===== config.mk =====
export PLATFORM = sky130hd
export DESIGN_NAME = cli_cell
export DESIGN_NICKNAME = d
export VERILOG_FILES = /design/src/rtl/assert_macros.svh /design/src/rtl/cli_pkg.sv /design/src/rtl/cli_cell.sv
export SDC_FILE = /design/constraint.sdc
export NUM_CORES = 1
export LEC_CHECK = 0
export ABC_AREA = 1
export BUFFER_PORTS_ARGS = -buffer_cell sky130_fd_sc_hd__buf_4
export CAP_MARGIN = 40
export CORE_ASPECT_RATIO = 1.25
export CORE_UTILIZATION = 49
export DETAILED_ROUTE_END_ITERATION = 10
export PLACE_DENSITY = 0.85
export SYNTH_ARGS = -nofsm -noshare
export SYNTH_HDL_FRONTEND = slang
export SYNTH_SLANG_ARGS = --single-unit

===== constraint.sdc =====
create_clock -name clk -period 3.2 [get_ports clk]
set_input_delay 0.64 -clock clk [delete_from_list [all_inputs] [get_ports clk]]
set_output_delay 0.64 -clock clk [all_outputs]
set_load 0.01 [all_outputs]

===== src/rtl/assert_macros.svh =====
`ifndef ASSERT_MACROS_SVH
`define ASSERT_MACROS_SVH

// property checked on every clock edge outside reset
`define CHK_ALWAYS(label, prop, msg) \
  label: assert property (@(posedge clk) disable iff (!rst_n) (prop)) else $error(msg);

// antecedent in this cycle, consequent in the same cycle
`define CHK_IMPL(label, ante, cons, msg) \
  label: assert property (@(posedge clk) disable iff (!rst_n) (ante) |-> (cons)) \
    else $error(msg);

// antecedent in this cycle, consequent in the next cycle
`define CHK_NEXT(label, ante, cons, msg) \
  label: assert property (@(posedge clk) disable iff (!rst_n) (ante) |=> (cons)) \
    else $error(msg);

`endif


===== src/rtl/cli_pkg.sv =====
package cli_pkg;

  localparam int DEPTH = 64;
  localparam int CNT_W = $clog2(DEPTH + 1);
  localparam int LVLS  = $clog2(DEPTH);
  localparam int WORD_W = 32;

  typedef logic signed [WORD_W-1:0] word_t;
  typedef logic [CNT_W-1:0] cnt_t;

  typedef enum logic [1:0] {
    KIND_APPEND = 2'd0,
    KIND_DELETE = 2'd1,
    KIND_LIST   = 2'd2
  } kind_t;

  typedef enum logic [2:0] {
    ST_INSERTED  = 3'd0,
    ST_FULL      = 3'd1,
    ST_DELETED   = 3'd2,
    ST_EMPTY     = 3'd3,
    ST_NOT_FOUND = 3'd4,
    ST_LISTED    = 3'd5
  } status_t;

  // controls broadcast to every cell
  typedef struct packed {
    logic load_scan;
    logic step_scan;
    logic cmp;
  } cell_ctl_t;

endpackage


===== src/rtl/cli_cell.sv =====
module cli_cell (
  input  logic              clk,
  input  cli_pkg::cell_ctl_t ctl,
  input  cli_pkg::word_t    value,
  input  logic              wr_en,
  input  logic              shift_en,
  input  logic              in_range,
  input  cli_pkg::word_t    nxt_word,
  input  cli_pkg::word_t    nxt_scan,
  output cli_pkg::word_t    word_o,
  output cli_pkg::word_t    scan_o,
  output logic              match_o
);
  import cli_pkg::*;

  word_t word_r;
  word_t scan_r;
  logic  match_r;

  always_ff @(posedge clk) begin
    if (wr_en) begin
      word_r <= value;
    end else if (shift_en) begin
      word_r <= nxt_word;
    end
    if (ctl.load_scan) begin
      scan_r <= word_r;
    end else if (ctl.step_scan) begin
      scan_r <= nxt_scan;
    end
    if (ctl.cmp) begin
      match_r <= in_range && (word_r == value);
    end
  end

  assign word_o  = word_r;
  assign scan_o  = scan_r;
  assign match_o = match_r;

endmodule


### Word level (Yosys, flattened, before mapping)

Index checks and enable logic that the tools add are counted.

* word-level logic and storage cells: 11
* bits of input ports: 103
* bits in registers: 65

* mux-type cells: 4
* eq/ne operators: 1
* reduce and logical (&&, ||, !) cells: 3

Operators by type and width (count)
* two-way mux 32 bit: 4
* == test 32 bit: 1
* nonzero test 2 bit: 2
* logical AND 1 bit: 1

### Longest topological paths before layout

Gate-level depths: netlist (run 1).

* depth in word-level cells: 2
* depth in mapped cells: 8

### Worst setup path after synthesis (run 1)

OpenSTA, ideal clock, no wires.

* path type: input to register
* start point: input ctl[2] in the netlist's numbering
* end point: register scan_r[0], in the netlist scan_o[0], enable pin
* stages on the path: 1
* arrival time: 1.151 ns
* setup time: 0.330 ns
* buffers on the path: 0
* path slack: 1.719 ns
* cell sequence: or2_2

* longest elaborated chain between the ends: 1

RTL lines
* start: declaration: line cli_cell.sv:3 `input cli_pkg::cell_ctl_t ctl,`
* nonzero test 2 bit (no line)
* end signal: assignment: line cli_cell.sv:27 `scan_r <= word_r;`
* end signal: assignment: line cli_cell.sv:29 `scan_r <= nxt_scan;`
* end: declaration: line cli_cell.sv:17 `word_t scan_r;`

No other way between the ends.
A chain may end at the register's enable or synchronous reset.

### Worst setup path in the final report (run 1)

* start point: register word_r[13], in the netlist word_o[13]
* end point: output word_o[13]

RTL lines
* start: declaration: line cli_cell.sv:16 `word_t word_r;`
* start signal: assignment: line cli_cell.sv:22 `word_r <= value;`
* start signal: assignment: line cli_cell.sv:24 `word_r <= nxt_word;`
* end: declaration: line cli_cell.sv:10 `output cli_pkg::word_t word_o,`

No word-level cell between the ends.

==> results.sh, run 1 <==
export IMPL_skew_ns=0.00522
export IMPL_synth_fa_ha_area_frac=0
export IMPL_postRouteAntennaNets=0
export IMPL_num_rows=32
export IMPL_maxCapViolations=0
export IMPL_avgSynthCellArea_um2=8.67
export IMPL_hpwlAfterDp_um=7100
export IMPL_synth_simple_area_share=0.232
export IMPL_die_w_um=74.7
export IMPL_cts_root_buffer="clkbuf_8"
export IMPL_cpPeakStageDelay_ns=0.48
export IMPL_drtIter0Drc=260
export IMPL_grt_max_degree=55
export IMPL_cts_sinks=65
export IMPL_endpoint_kind="output pin"
export IMPL_drc=0
export IMPL_grt_overflow=0
export IMPL_cp_max_fo=4
export IMPL_p_per_area_mw_per_mm2=472
export IMPL_cp_data_required_time_ns=2.56
export IMPL_clkLatencyLatePin_ns=0.34
export IMPL_drt_pass1_iterations=5
export IMPL_placed_cells=613
export IMPL_worstReg2RegStart="word_o[5]"
export IMPL_fin_cells=627
export IMPL_wl_met2_um=4940
export IMPL_syn_num_nets=476
export IMPL_diodes=0
export IMPL_final_net_count=642
export IMPL_holdPathEnd="match_o"
export IMPL_num_vias=3089
export IMPL_dp_slack_ns=1.29
export IMPL_cts_setup_buffers=0
export IMPL_cp_slowest_cell="edfxtp_1"
export IMPL_cts_hold_buf=0
export IMPL_hold_slack_ns=0.503
export IMPL_syn2layout_area_growth_pct=45.8
export IMPL_yosysWarnings=0
export IMPL_most_common_layout_cells="nand2_1, buf_4, edfxtp_1"
export IMPL_drv_slew=0
export IMPL_final_common_cell="nand2_1"
export IMPL_finalSetupViolations=0
export IMPL_path_cells="buf_4"
export IMPL_port_buffer_count=167
export IMPL_finalHoldViolCount=0
export IMPL_grt_pass1_vias=3059
export IMPL_p_leak_nw=2.37
export IMPL_initial_core_util=0.515
export IMPL_drive_above_1_share=0.345
export IMPL_synth_compound_area_frac=0.0781
export IMPL_final_cell_area_mm2=0.00471
export IMPL_setup_tns_ns=0
export IMPL_clkTransAtPathRegs_ns=0.06
export IMPL_status="finished clean"
export IMPL_synthDistinctLibCells=17
export IMPL_wl_per_cell_um=14.7
export IMPL_synth_top_family_by_area="simple AND/OR/NAND/NOR gates"
export IMPL_grt_setup_unrepaired="false"
export IMPL_gp_congestion=0.846
export IMPL_dieArea_mm2=0.00693
export IMPL_hold_path_class="input pin to register"
export IMPL_slew_headroom=0.500
export IMPL_r2r_slack_ns=1.91
export IMPL_placed_cell_area_mm2=0.00454
export IMPL_cts_repair_resized=0
export IMPL_max_slew_worst_pin_slew_ns=0.750
export IMPL_wl_met1_um=3300
export IMPL_clk_path_buf_depth=2
export IMPL_vias_per_cell=4.93
export IMPL_fmax_mhz=608
export IMPL_rr_worst_depth=7
export IMPL_fin_ws_ns=1.55
export IMPL_yosysSeqAreaShare=0.603
export IMPL_critPathTopFamily="flip-flops"
export IMPL_synthMuxAreaShare=0
export IMPL_min_from="ctl[0]"
export IMPL_crit_path_start_kind="register"
export IMPL_ys_ff_latch=65
export IMPL_antenna_found_initial=0
export IMPL_max_vdd_ir_drop_mv=0.403
export IMPL_num_io_pins=168
export IMPL_h_tree_depth=3
export IMPL_arrival_ns=1.01
export IMPL_criticalPathCategory="register to output pin"
export IMPL_top_layer_used="met4"
export IMPL_fin_crit_ns=1.65
export IMPL_cts_buffers=9
export IMPL_syn_area_mm2=0.00323
export IMPL_synth_xor_xnor_area_share=0.0190
export IMPL_reg2reg_to="match_o"
export IMPL_routed_wl_um=9200
export IMPL_die_h_um=92.8
export IMPL_grt_first_pass_wirelength_um=14000
export IMPL_cts_tree="done"
export IMPL_netlist_instances=373
export IMPL_coreArea_mm2=0.00629
export IMPL_period_share=0.514
export IMPL_path_buf_inv=1
export IMPL_grt_total_usage=0.281
export IMPL_holdPathStages=1
export IMPL_routed_wl_met3_um=693
-- stage by stage --
stage                      util  power (mW)
after detailed placement  0.723        1.60
after CTS                 0.750        2.23
after floorplan               -        1.31
final                     0.750        2.23
after global routing      0.750        2.32
after global placement    0.723        1.58
-- where the power goes --
part	switching (mW)	total, mW	leakage, nW	internal (mW)
logic	0.238	0.481	1.61	0.243
registers	0.0543	1.10	0.674	1.05
clock network	0.300	0.644	0.0921	0.344
-- cell type report --
class | count | area, µm²
Clock buffer | 9 | 124
Clock inverter | 5 | 48.8
Fill cell | 503 | 1570
Inverter | 44 | 165
Multi-Input combinational cell | 252 | 1060
Sequential cell | 65 | 1950
Tap cell | 85 | 106
Timing Repair Buffer | 167 | 1250
-- flip-flops by register name (all words and copies together) (netlist names) --
signal   count
scan_o      32
word_o      32
match_o      1
-- per-layer routing --
layer / vias up / GRT usage
met3: 22 / 0.0631
met5: - / 0
met2: 167 / 0.493
met1: 1378 / 0.320
li1: 1522 / -
met4: 0 / 0.119
-- worst max path at each step --
stage | from | to | slack, ns | cells after the start
floorplan | ctl[2] | scan_o[0] | 1.72 | 1
global placement | wr_en | word_o[7] | 1.36 | 2
detailed placement | wr_en | word_o[16] | 1.29 | 3
CTS | word_o[13] | word_o[13] | 1.55 | 1
global route | wr_en | word_o[5] | 1.52 | 3
finish | word_o[13] | word_o[13] | 1.55 | 1
-- synth_stat cells (all sizes together) --
cell type,count,share of area
xnor2,4,0.011
inv,44,0.051
clkbuf,6,0.0070
nand3,2,0.0031
nand2,172,0.20
buf,6,0.0093
o211ai,1,0.0023
xor2,3,0.0081
nor3,1,0.0031
nand4,1,0.0019
edfxtp,65,0.60
nor2,16,0.019
o21ai,49,0.076
or2,3,0.0058
-- cell families (layout without fill, tap and decap cells) --
group	Yosys count	in the layout
AO/OA/AOI/OAI	50	50
AND/OR/NAND/NOR	195	195
buffers and inverters	56	225
flip-flops	65	65
XOR/XNOR	7	7
No activity file was read; power rests on OpenSTA's default activity.
==> run 2: changes to the inputs <==
--- a/config.mk
+++ b/config.mk
@@ -9,9 +9,9 @@
 export BUFFER_PORTS_ARGS = -buffer_cell sky130_fd_sc_hd__buf_4
 export CAP_MARGIN = 40
 export CORE_ASPECT_RATIO = 1.25
-export CORE_UTILIZATION = 49
+export CORE_UTILIZATION = 41
 export DETAILED_ROUTE_END_ITERATION = 10
-export PLACE_DENSITY = 0.85
+export PLACE_DENSITY = 0.76
 export SYNTH_ARGS = -nofsm -noshare
 export SYNTH_HDL_FRONTEND = slang
 export SYNTH_SLANG_ARGS = --single-unit
==> constraint.sdc (replaced) <==
create_clock -name clk -period 1.4 [get_ports clk]
set_input_delay 0.28 -clock clk [delete_from_list [all_inputs] [get_ports clk]]
set_output_delay 0.28 -clock clk [all_outputs]
set_load 0.01 [all_outputs]
==> results.sh, run 2 (same netlist as run 1, synthesis figures left out) <==
export IMPL_fin_crit_ns=1.35
export IMPL_clkTransAtPathRegs_ns=0.07
export IMPL_syn2layout_area_growth_pct=50.9
export IMPL_dieArea_mm2=0.00825
export IMPL_hpwlAfterDp_um=7520
export IMPL_grt_first_pass_wirelength_um=14400
export IMPL_p_leak_nw=2.45
export IMPL_cts_sinks=65
export IMPL_port_buffer_count=167
export IMPL_die_h_um=101
export IMPL_initial_core_util=0.432
export IMPL_cp_endpoint="word_o[13]"
export IMPL_worstReg2RegStart="word_o[23]"
export IMPL_num_vias=3150
export IMPL_critPathTopFamily="flip-flops"
export IMPL_gp_congestion=0.898
export IMPL_wl_per_cell_um=14.9
export IMPL_p_per_area_mw_per_mm2=1110
export IMPL_grt_setup_unrepaired="false"
export IMPL_num_rows=35
export IMPL_postRouteAntennaNets=0
export IMPL_drtIter0Drc=276
export IMPL_drt_pass1_iterations=4
export IMPL_status="finished clean"
export IMPL_cpPeakStageDelay_ns=0.43
export IMPL_antenna_found_initial=0
export IMPL_cts_repair_resized=0
export IMPL_reg2reg_to="match_o"
export IMPL_num_io_pins=168
export IMPL_cts_tree="done"
export IMPL_r2r_slack_ns=0.15
export IMPL_diodes=0
export IMPL_vias_per_cell=4.89
export IMPL_slew_headroom=0.835
export IMPL_top_layer_used="met4"
export IMPL_grt_overflow=0
export IMPL_cts_buffers=9
export IMPL_critical_path_depth=2
export IMPL_criticalPathCategory="register to output pin"
export IMPL_period_share=0.965
export IMPL_grt_max_degree=45
export IMPL_fill_cells=621
export IMPL_h_tree_depth=3
export IMPL_path_cells="buf_4 -> buf_4"
export IMPL_arrival_ns=1.07
export IMPL_clkLatencyLatePin_ns=0.35
export IMPL_cts_setup_buffers=0
export IMPL_grt_total_usage=0.241
export IMPL_max_vdd_ir_drop_mv=0.627
export IMPL_routed_wl_um=9580
export IMPL_finalHoldViolCount=0
export IMPL_wl_met2_um=4750
export IMPL_endpoint_kind="output pin"
export IMPL_crit_path_start_kind="register"
export IMPL_skew_ns=0.0107
export IMPL_hold_path_class="input pin to register"
export IMPL_wl_met1_um=3850
export IMPL_cp_data_required_time_ns=1.12
export IMPL_cts_root_buffer="clkbuf_8"
export IMPL_drc=0
export IMPL_coreArea_mm2=0.00749
export IMPL_final_net_count=650
export IMPL_setup_tns_ns=0
export IMPL_most_common_layout_cells="nand2_1, buf_4, edfxtp_1"
export IMPL_max_slew_worst_pin_slew_ns=0.245
export IMPL_path_buf_inv=2
export IMPL_rr_worst_depth=7
export IMPL_cts_hold_buf=0
export IMPL_cp_max_fo=3
export IMPL_startpoint="word_o[13]"
export IMPL_fmax_mhz=740
export IMPL_grt_pass1_vias=2955
export IMPL_cpMostUsedCell="buf_4"
export IMPL_clk_path_buf_depth=2
export IMPL_routed_wl_met3_um=734
export IMPL_cp_slowest_cell="edfxtp_1"
export IMPL_final_common_cell="nand2_1"
export IMPL_finalSetupViolations=0
export IMPL_die_w_um=81.4
export IMPL_drv_slew=0
export IMPL_drive_above_1_share=0.359
export IMPL_hold_slack_ns=0.139
export IMPL_maxCapViolations=0
-- run 2: changes by cell type in the layout (fill, tap and decap cells not counted), sizes merged --
| cell | delta |
|---|---|
| buf | +8 |
| bufinv | +1 |
| clkinvlp | +1 |
-- run 2: stage by stage --
step	setup slack, ns	power (mW)	cells	instance area [µm²]	util
finish	0.0492	5.43	644	4880	0.652
global route	0.0104	5.65	644	4880	0.652
CTS	0.0372	5.45	644	4880	0.652
detailed placement	0.166	3.70	628	4660	0.622
global placement	0.185	3.67	628	4660	0.622
floorplan	0.279	2.99	373	3230	-
-- run 2: worst min path at each step --
stage	startpoint	to	slack (ns)	cells after the start
final	ctl[0]	match_o	0.14	1
after global routing	ctl[0]	match_o	0.12	1
after CTS	ctl[0]	match_o	0.13	1
after detailed placement	ctl[0]	match_o	0.49	1
after global placement	ctl[0]	match_o	0.49	1
after floorplan	ctl[0]	match_o	0.39	0
-- run 2: layout make-up --
cell class                      instances  area, µm²  area share
Sequential cell                        65       1950       0.400
Timing Repair Buffer                  175       1360       0.279
Multi-Input combinational cell        252       1060       0.218
Inverter                               44        165      0.0338
Clock buffer                            9        124      0.0254
Tap cell                               92        115      0.0236
Clock inverter                          7       95.1      0.0195
-- run 2: power breakdown --
part           leakage, nW  internal, mW  total [mW]  switching [mW]
clock network        0.109          1.00        1.77           0.765
registers            0.674          2.39        2.51           0.118
logic                 1.66         0.588        1.16           0.567
total                 2.45          3.98        5.43            1.45
-- run 2: routing by layer --
layer / vias up / track usage
li1: 1539 / -
met1: 1435 / 0.294
met2: 155 / 0.399
met3: 21 / 0.0514
met4: 0 / 0.118
met5: - / 0
