`config.mk`:
```
export PLATFORM = sky130hd
export DESIGN_NAME = cli_prefix
export DESIGN_NICKNAME = d
export VERILOG_FILES = /design/src/rtl/assert_macros.svh /design/src/rtl/cli_pkg.sv /design/src/rtl/cli_prefix.sv
export SDC_FILE = /design/constraint.sdc
export NUM_CORES = 1
export LEC_CHECK = 0
export ABC_AREA = 1
export BUFFER_PORTS_ARGS = -buffer_cell sky130_fd_sc_hd__buf_2
export CAP_MARGIN = 0
export CELL_PAD_IN_SITES_DETAIL_PLACEMENT = 1
export CELL_PAD_IN_SITES_GLOBAL_PLACEMENT = 2
export CORE_ASPECT_RATIO = 0.9
export CORE_MARGIN = 1.5
export CORE_UTILIZATION = 15
export DETAILED_ROUTE_END_ITERATION = 8
export PLACE_DENSITY = 0.86
export SLEW_MARGIN = 20
export SYNTH_ARGS = -nofsm -noshare
export SYNTH_HDL_FRONTEND = slang
export SYNTH_SLANG_ARGS = --single-unit
```
`constraint.sdc`:
```
create_clock -name vclk -period 2.46
set_clock_uncertainty 0.1 [all_clocks]
set_input_delay 0.246 -clock vclk [all_inputs]
set_output_delay 0.246 -clock vclk [all_outputs]
set_load 0.05 [all_outputs]
```
`src/rtl/assert_macros.svh`:
```
`ifndef ASSERT_MACROS_SVH
`define ASSERT_MACROS_SVH

// property checked on every clock edge outside reset
`define CHK_ALWAYS(label, prop, msg) \
  label: assert property (@(posedge clk) disable iff (!rst_n) (prop)) else $error(msg);

// antecedent in this cycle, consequent in the same cycle
`define CHK_IMPL(label, ante, cons, msg) \
  label: assert property (@(posedge clk) disable iff (!rst_n) (ante) |-> (cons)) \
    else $error(msg);

// antecedent in this cycle, consequent in the next cycle
`define CHK_NEXT(label, ante, cons, msg) \
  label: assert property (@(posedge clk) disable iff (!rst_n) (ante) |=> (cons)) \
    else $error(msg);

`endif

```
`src/rtl/cli_pkg.sv`:
```
package cli_pkg;

  localparam int DEPTH = 64;
  localparam int CNT_W = $clog2(DEPTH + 1);
  localparam int LVLS  = $clog2(DEPTH);
  localparam int WORD_W = 32;

  typedef logic signed [WORD_W-1:0] word_t;
  typedef logic [CNT_W-1:0] cnt_t;

  typedef enum logic [1:0] {
    KIND_APPEND = 2'd0,
    KIND_DELETE = 2'd1,
    KIND_LIST   = 2'd2
  } kind_t;

  typedef enum logic [2:0] {
    ST_INSERTED  = 3'd0,
    ST_FULL      = 3'd1,
    ST_DELETED   = 3'd2,
    ST_EMPTY     = 3'd3,
    ST_NOT_FOUND = 3'd4,
    ST_LISTED    = 3'd5
  } status_t;

  // controls broadcast to every cell
  typedef struct packed {
    logic load_scan;
    logic step_scan;
    logic cmp;
  } cell_ctl_t;

endpackage

```
`src/rtl/cli_prefix.sv`:
```
module cli_prefix (
  input  logic [cli_pkg::DEPTH-1:0] match_i,
  output logic [cli_pkg::DEPTH-1:0] pfx_o,
  output logic                      any_o
);
  import cli_pkg::*;

  // log-depth prefix or: bit i set when some cell at or below i matched
  logic [DEPTH-1:0] lvl_w [LVLS+1];

  always_comb begin
    lvl_w[0] = match_i;
    for (int l = 0; l < LVLS; l++) begin
      for (int i = 0; i < DEPTH; i++) begin
        if (i >= (1 << l)) begin
          lvl_w[l+1][i] = lvl_w[l][i] | lvl_w[l][i - (1 << l)];
        end else begin
          lvl_w[l+1][i] = lvl_w[l][i];
        end
      end
    end
  end

  assign pfx_o = lvl_w[LVLS];
  assign any_o = lvl_w[LVLS][DEPTH-1];

endmodule

```
Word level (Yosys, flattened, before mapping)
Index checks and enable logic that the tools add are counted.
W data, S select, Z words.
{"block": "classes", "n_bitwise": 321, "mul": 0, "order_cmp": 0, "n_addsub": 0, "muxes": 0, "n_eq_ne": 0, "shift": 0, "div_mod_pow": 0, "reduce_logical": 0}
{"op": "$or A1 B1 Y1", "count": 321}
{"block": "word_totals", "elab_cells": 321, "romBits": 0, "n_memories": 0, "latchBits": 0, "regBits": 0, "ram_bits": 0}

Logic depth before layout (Yosys ltp)
Gate-level depths: netlist of run 1.
{"block": "logic_depth", "word_depth": 6, "mapped_depth": 7}

Least setup slack after synthesis of run 1
No wires, ideal clock.
{"block": "synth_timing", "path_kind": "input port to output port", "from": "input match_i[2] (netlist name)", "to": "output pfx_o[63] (netlist name)", "stages": 7, "t_required_ns": 2.114, "arrival_ns": 1.862, "path_buffers": 1, "path_slack_ns": 0.252, "cell_sequence": "nor2_1 nand2_2 nor2_4 nand2_2 nor2_2 nand2_1 buf_4"}
{"block": "synth_via", "elab_chain_len": 6}
{"item": "start: declaration", "line": "cli_prefix.sv:2", "source": "input logic [cli_pkg::DEPTH-1:0] match_i,"}
{"item": "$or A1 B1 Y1 (2 in series)", "line": "cli_prefix.sv:16", "source": "lvl_w[l+1][i] = lvl_w[l][i] | lvl_w[l][i - (1 << l)];"}
{"item": "net pfx_o (one bit)", "line": "cli_prefix.sv:3", "source": "output logic [cli_pkg::DEPTH-1:0] pfx_o,"}
{"item": "$or A1 B1 Y1 (2 in series)", "line": "cli_prefix.sv:16"}
{"item": "net pfx_o (one bit)", "line": "cli_prefix.sv:3"}
{"item": "$or A1 B1 Y1 (2 in series)", "line": "cli_prefix.sv:16"}
{"item": "end: declaration", "line": "cli_prefix.sv:3"}
The timed path passes the listed nets, and every way through them passes these cells.

Final worst setup path of run 1
{"block": "layout_timing", "from": "input match_i[15] (netlist name)", "to": "output pfx_o[60] (netlist name)"}
{"block": "layout_via", "elab_chain_len": 6}
{"item": "$or A1 B1 Y1 (6 in series)", "line": "cli_prefix.sv:16"}
Every way passes these cells.

==> results of run 1 <==
-- cells in the mapped netlist, drive strengths merged --
cell,n
buf,2
inv,42
nand2,136
nor2,158
-- layout by cell type, fill, tap and decap left out --
cell type	count
sky130_fd_sc_hd__nand2_1	129
sky130_fd_sc_hd__nand2_2	7
sky130_fd_sc_hd__nor2_2	9
sky130_fd_sc_hd__inv_1	42
sky130_fd_sc_hd__nor2_1	144
sky130_fd_sc_hd__nor2_4	5
sky130_fd_sc_hd__buf_2	129
-- logic make-up after synthesis --
logic type    share of synthesized area, %
buf+inv                              12.75
simple gates                         87.24
-- cell type report --
class / count / area (sq um)
multi-input combinational: 294 / 1181
inverter: 42 / 157.7
fill: 1269 / 6515
tap: 119 / 148.9
timing repair buffer: 129 / 645.6
-- routing by layer --
metal | up-vias | routed length [um] | GRT usage, %
met3 | 2 | 440 | 1.271
met5 | - | 12 | 0
met1 | 1043 | 3354 | 18.58
li1 | 1238 | - | -
met4 | 2 | 0 | 0
met2 | 80 | 3281 | 27.19
-- power groups by stage --
stage / registers [W] / clock network (W) / logic, W
after floorplan: 0 / 0 / 0.0000696
after global placement: 0 / 0 / 0.000157
after detailed placement: 0 / 0 / 0.000159
after CTS: 0 / 0 / 0.000159
after global routing: 0 / 0 / 0.000177
final: 0 / 0 / 0.000157
-- stage by stage --
step                util [%]  instance area, sq um  total power [W]
floorplan                  -                  1354       0.00006963
global route           24.67                  2133        0.0001773
finish                 24.67                  2133        0.0001565
detailed placement     24.67                  2133        0.0001590
CTS                    24.67                  2133        0.0001594
global placement       24.67                  2133        0.0001570
-- path summary, 6_finish.rpt --
path	endpoint	cells past startpoint	from
worst max-delay path	pfx_o[60]	8	match_i[15]
worst min-delay path	pfx_o[0]	2	match_i[0]
==> implementation parameters, run 1 <==
Parameter                              Value

Run status
  Result of the run    finished clean

Timing
  Count of pins over their slew limit    0
  Setup-failing EPs final    0
  Highest clock rate    572.6 MHz
  Post-Route Setup TNS    0 ps
  Worst path setup slack after routing    713.5 ps
  Shortest period the worst path allows    1746 ps
  Worst slack on hold paths    724.4 ps
  Hold Fails Final Rpt    0
  Unrepaired setup endpoints after global routing    false
  Max-slew headroom at the worst pin    82.45%
  Transition time at the pin with the least slew margin    265.0 ps
  Post-route fraction of the period consumed by the critical path    71.00%

Worst hold path
  Class of the most critical hold timing path    input port to output port

Final layout
  Layout sequential cell count    0
  Diodes inserted    0
  Area growth from synthesis to final layout    57.58%
  Nets    531
  Non-Filler Instances    584
  Area taken by flip-flops and latches    0 sq um
  Number of clock-tree buffers in the layout    0
  Proportion of layout cells with a drive suffix above 1    32.26%

Worst setup path
  Critical path peak fanout    3
  Startpoint class of the critical path    input port
  Setup Crit Path Kind    input port to output port
  Slowest Stage Delay on Critical Path    210 ps
  Buf/Inv on CP    2
  Cell family contributing the most delay on the critical path    simple AND/OR/NAND/NOR gates
  Critical Path, Cell by Cell    buf_2 > nor2_1 > nand2_1 > nor2_1 > nand2_1 > nor2_1 > nand2_1 > buf_2
  Required time at the endpoint of the critical path    2110 ps
  Slowest CP cell    sky130_fd_sc_hd__buf_2
  Type of element capturing the critical path    output port
  CP Data Arrival Time    1400 ps

Logic synthesis
  Post-synth top area cell    sky130_fd_sc_hd__nor2_1
  Distinct cells, synth    7
  Synth warn    0
  Cell types occupying the most area after synthesis    sky130_fd_sc_hd__nor2_1, sky130_fd_sc_hd__nand2_1, sky130_fd_sc_hd__inv_1, sky130_fd_sc_hd__nor2_2, sky130_fd_sc_hd__nor2_4
  Syn Std Cell Area    0.001354 sq mm
  Share of the yosys chip area belonging to registers    0%
  Synthesized net count    402
  Area share of the leading cell type in the synthesized netlist    39.93%
  Avg Synthesized Cell Area    4.005 sq um
  Gate count after technology mapping    338

Pwr
  Maximum vdd drop    0.03940 mV
  Clock network fraction of design power    0%
  Sw power    0.00009703 W
  Proportion of power drawn by flip-flops and latches    0%
  Gate power share    100.0%
  Static leakage    0.7840 nW
  Sw Share    61.99%
  Pwr/cell area    73.38 mW/mm^2
  Internal power    0.00005950 W

Flow run
  Max Cap Viol    0

Clocking
  Number of gates resized after CTS    0
  Number of buffers added to fix hold violations after cts    0
  Number of setup buffers added after CTS    0

Route
  Total number of vias    2365
  DRC errors left    0
  Total routed wirelength    7088 um
  Average via count per standard cell    4.050
  Average detailed-routed wire length per instance    12.14 um
  Number of nets still failing antenna checks after routing    0
  Initial DRC Count    28
  First drt pass iteration count    4

Floorplanning
  Initial Util    15.65%
  Die outline width    103.1 um
  Standard-cell row count    32
  Full die area    0.009605 sq mm
  Die Height    93.13 um
  Core outline area    0.008648 sq mm
  Number of top-level pins    129

GRT
  Pin count of the biggest net entering global routing    6
  Via count of the first global-routing pass    2442
  Global-route wire length before repair    11120 um
  Overall routing resource usage    14.37%
  Leftover overflow at the end of global routing    0
  Number of antenna violations at the first check in global routing    1

Placed design
  Final GP Congestion    0.8611
  Worst setup slack before clock tree synthesis    666.1 ps
  Detailed Place HPWL    6887 um
  Placed cells    584
  Total of buffers placed on input and output ports    129
No activity file was read; power rests on OpenSTA's default activity.
==> inputs of run 2 (changes only) <==
CORE_UTILIZATION = 14   (was 15)
PLACE_DENSITY = 0.8   (was 0.86)
clock period = 1.8 ns   (was 2.46 ns; I/O delays follow)
==> run 2 against run 1 <==
Total power increased by 39%. Hold slack got worse by 130 ps. First-iteration DRC count increased to 2.5 times the previous value. Critical path type unchanged. Critical endpoint is now pfx_o[33]. Sequential cell count unchanged. Critical path depth unchanged. Die area increased by 6.9%.
==> implementation parameters, run 2 (same netlist as run 1, synthesis figures left out) <==
Parameter                              Value

Run status
  Result of the run    finished clean

Worst setup path
  Critical path peak fanout    4 (+1)
  Required time at the endpoint of the critical path    1520 ps (-590 ps)
  CP Data Arrival Time    1400 ps (about the same)
  Setup Crit Path Kind    input port to output port
  Type of element capturing the critical path    output port
  Startpoint class of the critical path    input port

Floorplanning
  Initial Util    14.64% (-1.0 points)
  Number of top-level pins    129 (unchanged)
  Full die area    0.01027 sq mm (+6.9%)
  Core outline area    0.009249 sq mm (+6.9%)
  Die Height    96.29 um (+3.4%)
  Standard-cell row count    33 (+3.1%)
  Die outline width    106.7 um (+3.4%)

Route
  Average via count per standard cell    4.044 (-0.13%)
  Average detailed-routed wire length per instance    12.51 um (+3.1%)
  Number of nets still failing antenna checks after routing    0 (unchanged)
  Total number of vias    2374 (+0.38%)
  DRC errors left    0 (unchanged)
  Total routed wirelength    7346 um (+3.6%)
  Initial DRC Count    71 (+150%)
  First drt pass iteration count    4 (unchanged)

Timing
  Setup-failing EPs final    0 (unchanged)
  Unrepaired setup endpoints after global routing    false
  Transition time at the pin with the least slew margin    267.9 ps (+2.876 ps)
  Count of pins over their slew limit    0 (unchanged)
  Worst slack on hold paths    595.7 ps (-128.6 ps)
  Post-Route Setup TNS    0 ps (unchanged)
  Shortest period the worst path allows    1676 ps
  Max-slew headroom at the worst pin    82.26% (-0.19 points)
  Post-route fraction of the period consumed by the critical path    93.10%
  Highest clock rate    596.7 MHz
  Hold Fails Final Rpt    0 (unchanged)

GRT
  Via count of the first global-routing pass    2475 (+1.4%)
  Pin count of the biggest net entering global routing    6 (unchanged)
  Number of antenna violations at the first check in global routing    0 (-1)
  Overall routing resource usage    13.93% (-0.45 points)
  Global-route wire length before repair    11550 um (+3.9%)
  Leftover overflow at the end of global routing    0 (unchanged)

Final layout
  Area taken by flip-flops and latches    0 sq um (unchanged)
  Diodes inserted    0 (unchanged)
  Non-Filler Instances    587 (+0.51%)
  Area growth from synthesis to final layout    58.96%
  Commonest non-fill, non-tap cell in the layout    sky130_fd_sc_hd__nor2_1
  Nets    531 (unchanged)
  Layout sequential cell count    0 (unchanged)
  Number of clock-tree buffers in the layout    0 (unchanged)
  Commonest cells after routing, fill and taps aside    sky130_fd_sc_hd__nor2_1, sky130_fd_sc_hd__buf_2, sky130_fd_sc_hd__nand2_1
  Proportion of layout cells with a drive suffix above 1    33.12% (+0.86 points)

Pwr
  Maximum vdd drop    0.06194 mV (+57%)
  Static leakage    0.8037 nW (+2.5%)
  Pwr/cell area    101.5 mW/mm^2 (+38%)

Placed design
  Detailed Place HPWL    7104 um (+3.1%)
  Final GP Congestion    0.8760 (+1.7%)
  Placed cells    587 (+0.51%)
  Total of buffers placed on input and output ports    129 (unchanged)

Clocking
  Number of setup buffers added after CTS    0 (unchanged)
  Number of gates resized after CTS    0 (unchanged)
  Number of buffers added to fix hold violations after cts    0 (unchanged)

Worst hold path
  Class of the most critical hold timing path    input port to output port

Flow run
  Max Cap Viol    0 (unchanged)
[run 2: metal layers]
metal  part of all wire [%]  global-route usage, %  up-vias
met5                      0                      0        -
met4                      0                      0        0
met3                    5.7                  1.219        0
met2                     45                  25.53       86
met1                     49                  18.83     1061
li1                       -                      -     1227
[run 2: cell type report]
cell class                 instances  area (sq um)
multi-input combinational        294          1196
timing repair buffer             129         645.6
tap                              122         152.6
fill                            1326          7097
inverter                          42         157.7
[run 2: where the power goes]
part	total [W]	switching (W)	leakage [nW]	internal [W]
registers	0	0	0	0
clock network	0	0	0	0
logic	0.000218	0.000137	0.804	0.0000814
[run 2: critical path, cell delays in order]
cell                      delay [ps]
sky130_fd_sc_hd__buf_2           110
sky130_fd_sc_hd__nor2_1          140
sky130_fd_sc_hd__nand2_2         130
sky130_fd_sc_hd__nor2_4          210
sky130_fd_sc_hd__nand2_2         110
sky130_fd_sc_hd__nor2_2          210
sky130_fd_sc_hd__nand2_1          90
sky130_fd_sc_hd__buf_2           220
[run 2: final timing paths]
check  startpoint   endpoint  slack [ps]  depth (start not counted)
max    match_i[2]  pfx_o[33]         120                          8
min    match_i[0]   pfx_o[0]         600                          2
[run 2: through the flow]
stage | instance area (sq um) | total power [W] | worst slack (ps) | util [%]
finish | 2152 | 0.0002184 | 124.1 | 23.27
global route | 2152 | 0.0002433 | 24.77 | 23.27
CTS | 2152 | 0.0002211 | 108.8 | 23.27
detailed placement | 2152 | 0.0002205 | 111.0 | 23.27
global placement | 2152 | 0.0002171 | 140.8 | 23.27
floorplan | 1369 | 0.00009555 | -36.70 | -
==> inputs of run 3 (changes only) <==
--- a/config.mk
+++ b/config.mk
@@ -11,5 +11,4 @@
 export CELL_PAD_IN_SITES_DETAIL_PLACEMENT = 1
 export CELL_PAD_IN_SITES_GLOBAL_PLACEMENT = 2
-export CORE_ASPECT_RATIO = 0.9
 export CORE_MARGIN = 1.5
 export CORE_UTILIZATION = 14
==> constraint.sdc (replaced) <==
create_clock -name vclk -period 1.8
set_clock_uncertainty 0.1 [all_clocks]
set_input_delay 0.18 -clock vclk [all_inputs]
set_output_delay 0.18 -clock vclk [all_outputs]
set_load 0.02 [all_outputs]
==> run 3 against run 2 <==
Sequential cell count unchanged. Count of clock-buffer cells in the layout unchanged. Highest routed layer unchanged. Hold slack got worse by 54 ps. Routed wire length decreased by 3.9%. Largest power group unchanged. Utilization decreased by 0.26 points. Via count decreased by 0.93%. Sequential share of layout area unchanged. Critical endpoint is now pfx_o[32]. First-iteration DRC count decreased by 52%. Global-route usage decreased by 0.57 points. Total power decreased by 6.8%. Cell count increased by 1.2%.
==> implementation parameters, run 3 (same netlist as run 1, synthesis figures left out) <==
Parameter                              Value

Final layout
  Nets    531 (unchanged)
  Area growth from synthesis to final layout    58.50%
  Util after Layout    23.00% (-0.26 points)
  Post-route cell area    0.002146 sq mm (-0.29%)
  Number of clock-tree buffers in the layout    0 (unchanged)
  Diodes inserted    0 (unchanged)
  Proportion of layout cells with a drive suffix above 1    32.26% (-0.86 points)
  Layout sequential cell count    0 (unchanged)
  Filler Cells Inserted    1361 (+2.6%)
  Commonest cells after routing, fill and taps aside    sky130_fd_sc_hd__nor2_1, sky130_fd_sc_hd__nand2_1, sky130_fd_sc_hd__buf_2
  Area taken by flip-flops and latches    0 sq um (unchanged)
  Non-Filler Instances    594 (+1.2%)
  Commonest non-fill, non-tap cell in the layout    sky130_fd_sc_hd__nor2_1
  Multi-input logic area    0.001181 sq mm (-1.3%)

GRT
  Overall routing resource usage    13.36% (-0.57 points)
  Via count of the first global-routing pass    2433 (-1.7%)
  Pin count of the biggest net entering global routing    6 (unchanged)
  Global-route wire length before repair    11160 um (-3.4%)
  Leftover overflow at the end of global routing    0 (unchanged)
  Number of antenna violations at the first check in global routing    0 (unchanged)

Floorplanning
  Die outline width    101.3 um (-5.0%)
  Initial Util    14.51% (-0.12 points)
  Number of top-level pins    129 (unchanged)
  Core outline area    0.009328 sq mm (+0.85%)
  Die Height    101.3 um (+5.2%)
  Standard-cell row count    35 (+6.1%)
  Full die area    0.01027 sq mm (about the same)

Timing
  Unrepaired setup endpoints after global routing    false
  Max-slew headroom at the worst pin    83.61% (+1.3 points)
  Highest clock rate    640.5 MHz (+7.3%)
  Worst path setup slack after routing    238.8 ps (+114.6 ps)
  Post-Route Setup TNS    0 ps (unchanged)
  Post-route fraction of the period consumed by the critical path    86.74% (-6.4 points)
  Setup-failing EPs final    0 (unchanged)
  Count of pins over their slew limit    0 (unchanged)
  Transition time at the pin with the least slew margin    244.9 ps (-22.93 ps)
  Hold Fails Final Rpt    0 (unchanged)
  Shortest period the worst path allows    1561 ps (-114.6 ps)

Flow run
  Max Cap Viol    0 (unchanged)

Worst setup path
  Setup Crit Path Kind    input port to output port
  Critical Path, Cell by Cell    buf_2 > nor2_4 > nand2_2 > nor2_4 > nand2_2 > nor2_2 > nand2_1 > buf_2
  Slowest Stage Delay on Critical Path    210 ps (about the same)
  Slowest CP cell    sky130_fd_sc_hd__nor2_2
  Startpoint class of the critical path    input port
  Required time at the endpoint of the critical path    1520 ps (about the same)
  CP Data Arrival Time    1280 ps (-120 ps)
  Buf/Inv on CP    2 (unchanged)
  Cell family contributing the most delay on the critical path    simple AND/OR/NAND/NOR gates
  Critical path peak fanout    4 (unchanged)
  Type of element capturing the critical path    output port

Route
  First drt pass iteration count    4 (unchanged)
  Average detailed-routed wire length per instance    11.88 um (-5.1%)
  Initial DRC Count    34 (-52%)
  Total number of vias    2352 (-0.93%)
  DRC errors left    0 (unchanged)
  Number of nets still failing antenna checks after routing    0 (unchanged)
  Average via count per standard cell    3.960 (-2.1%)
  Total routed wirelength    7057 um (-3.9%)

Placed design
  Placed cells    594 (+1.2%)
  Total of buffers placed on input and output ports    129 (unchanged)
  Total cell area at the placement stage    0.002146 sq mm (-0.29%)
  Final GP Congestion    0.8082 (-7.7%)
  Worst setup slack before clock tree synthesis    215.5 ps (+104.6 ps)
  Detailed Place HPWL    6896 um (-2.9%)

Pwr
  Maximum vdd drop    0.05350 mV (-14%)
  Pwr/cell area    94.87 mW/mm^2 (-6.5%)
  Static leakage    0.7840 nW (-2.5%)

Worst hold path
  Class of the most critical hold timing path    input port to output port

Clocking
  Number of gates resized after CTS    0 (unchanged)
  Number of setup buffers added after CTS    0 (unchanged)
  Number of buffers added to fix hold violations after cts    0 (unchanged)

Run status
  Result of the run    finished clean
## run 3: cell counts in the layout (fill, tap and decap cells not counted)
Identical to the previous run, type by type.
## run 3: metrics by stage
step,total power [W],hold slack [ps]
2_1_floorplan,0.00008433,372.6
3_3_place_gp,0.0002046,538.1
5_1_grt,0.0002304,555.0
4_1_cts,0.0002072,543.5
6_report,0.0002036,542.0
3_5_place_dp,0.0002067,544.0
## run 3: power breakdown
part | switching, W | internal, W
combinational | 0.000122 | 0.0000813
clock | 0 | 0
sequential | 0 | 0
total | 0.000122 | 0.0000813
## run 3: routing by layer
metal  vias up  global-route usage (%)  routed length, um
li1       1228                       -                  -
met4         0                       0                  0
met5         -                       0                  0
met3         0                   1.587                449
met1      1042                   17.28               3292
met2        82                   25.14               3314
## run 3: worst paths after layout
path	slack [ps]	endpoint	depth (start not counted)	startpoint
worst max-delay path	240	pfx_o[32]	8	match_i[1]
worst min-delay path	540	pfx_o[0]	2	match_i[0]
## run 3: area by class of cell
class / count / share of cell area (%)
multi-input combinational: 294 / 55.04
timing repair buffer: 129 / 30.09
tap: 129 / 7.522
inverter: 42 / 7.347
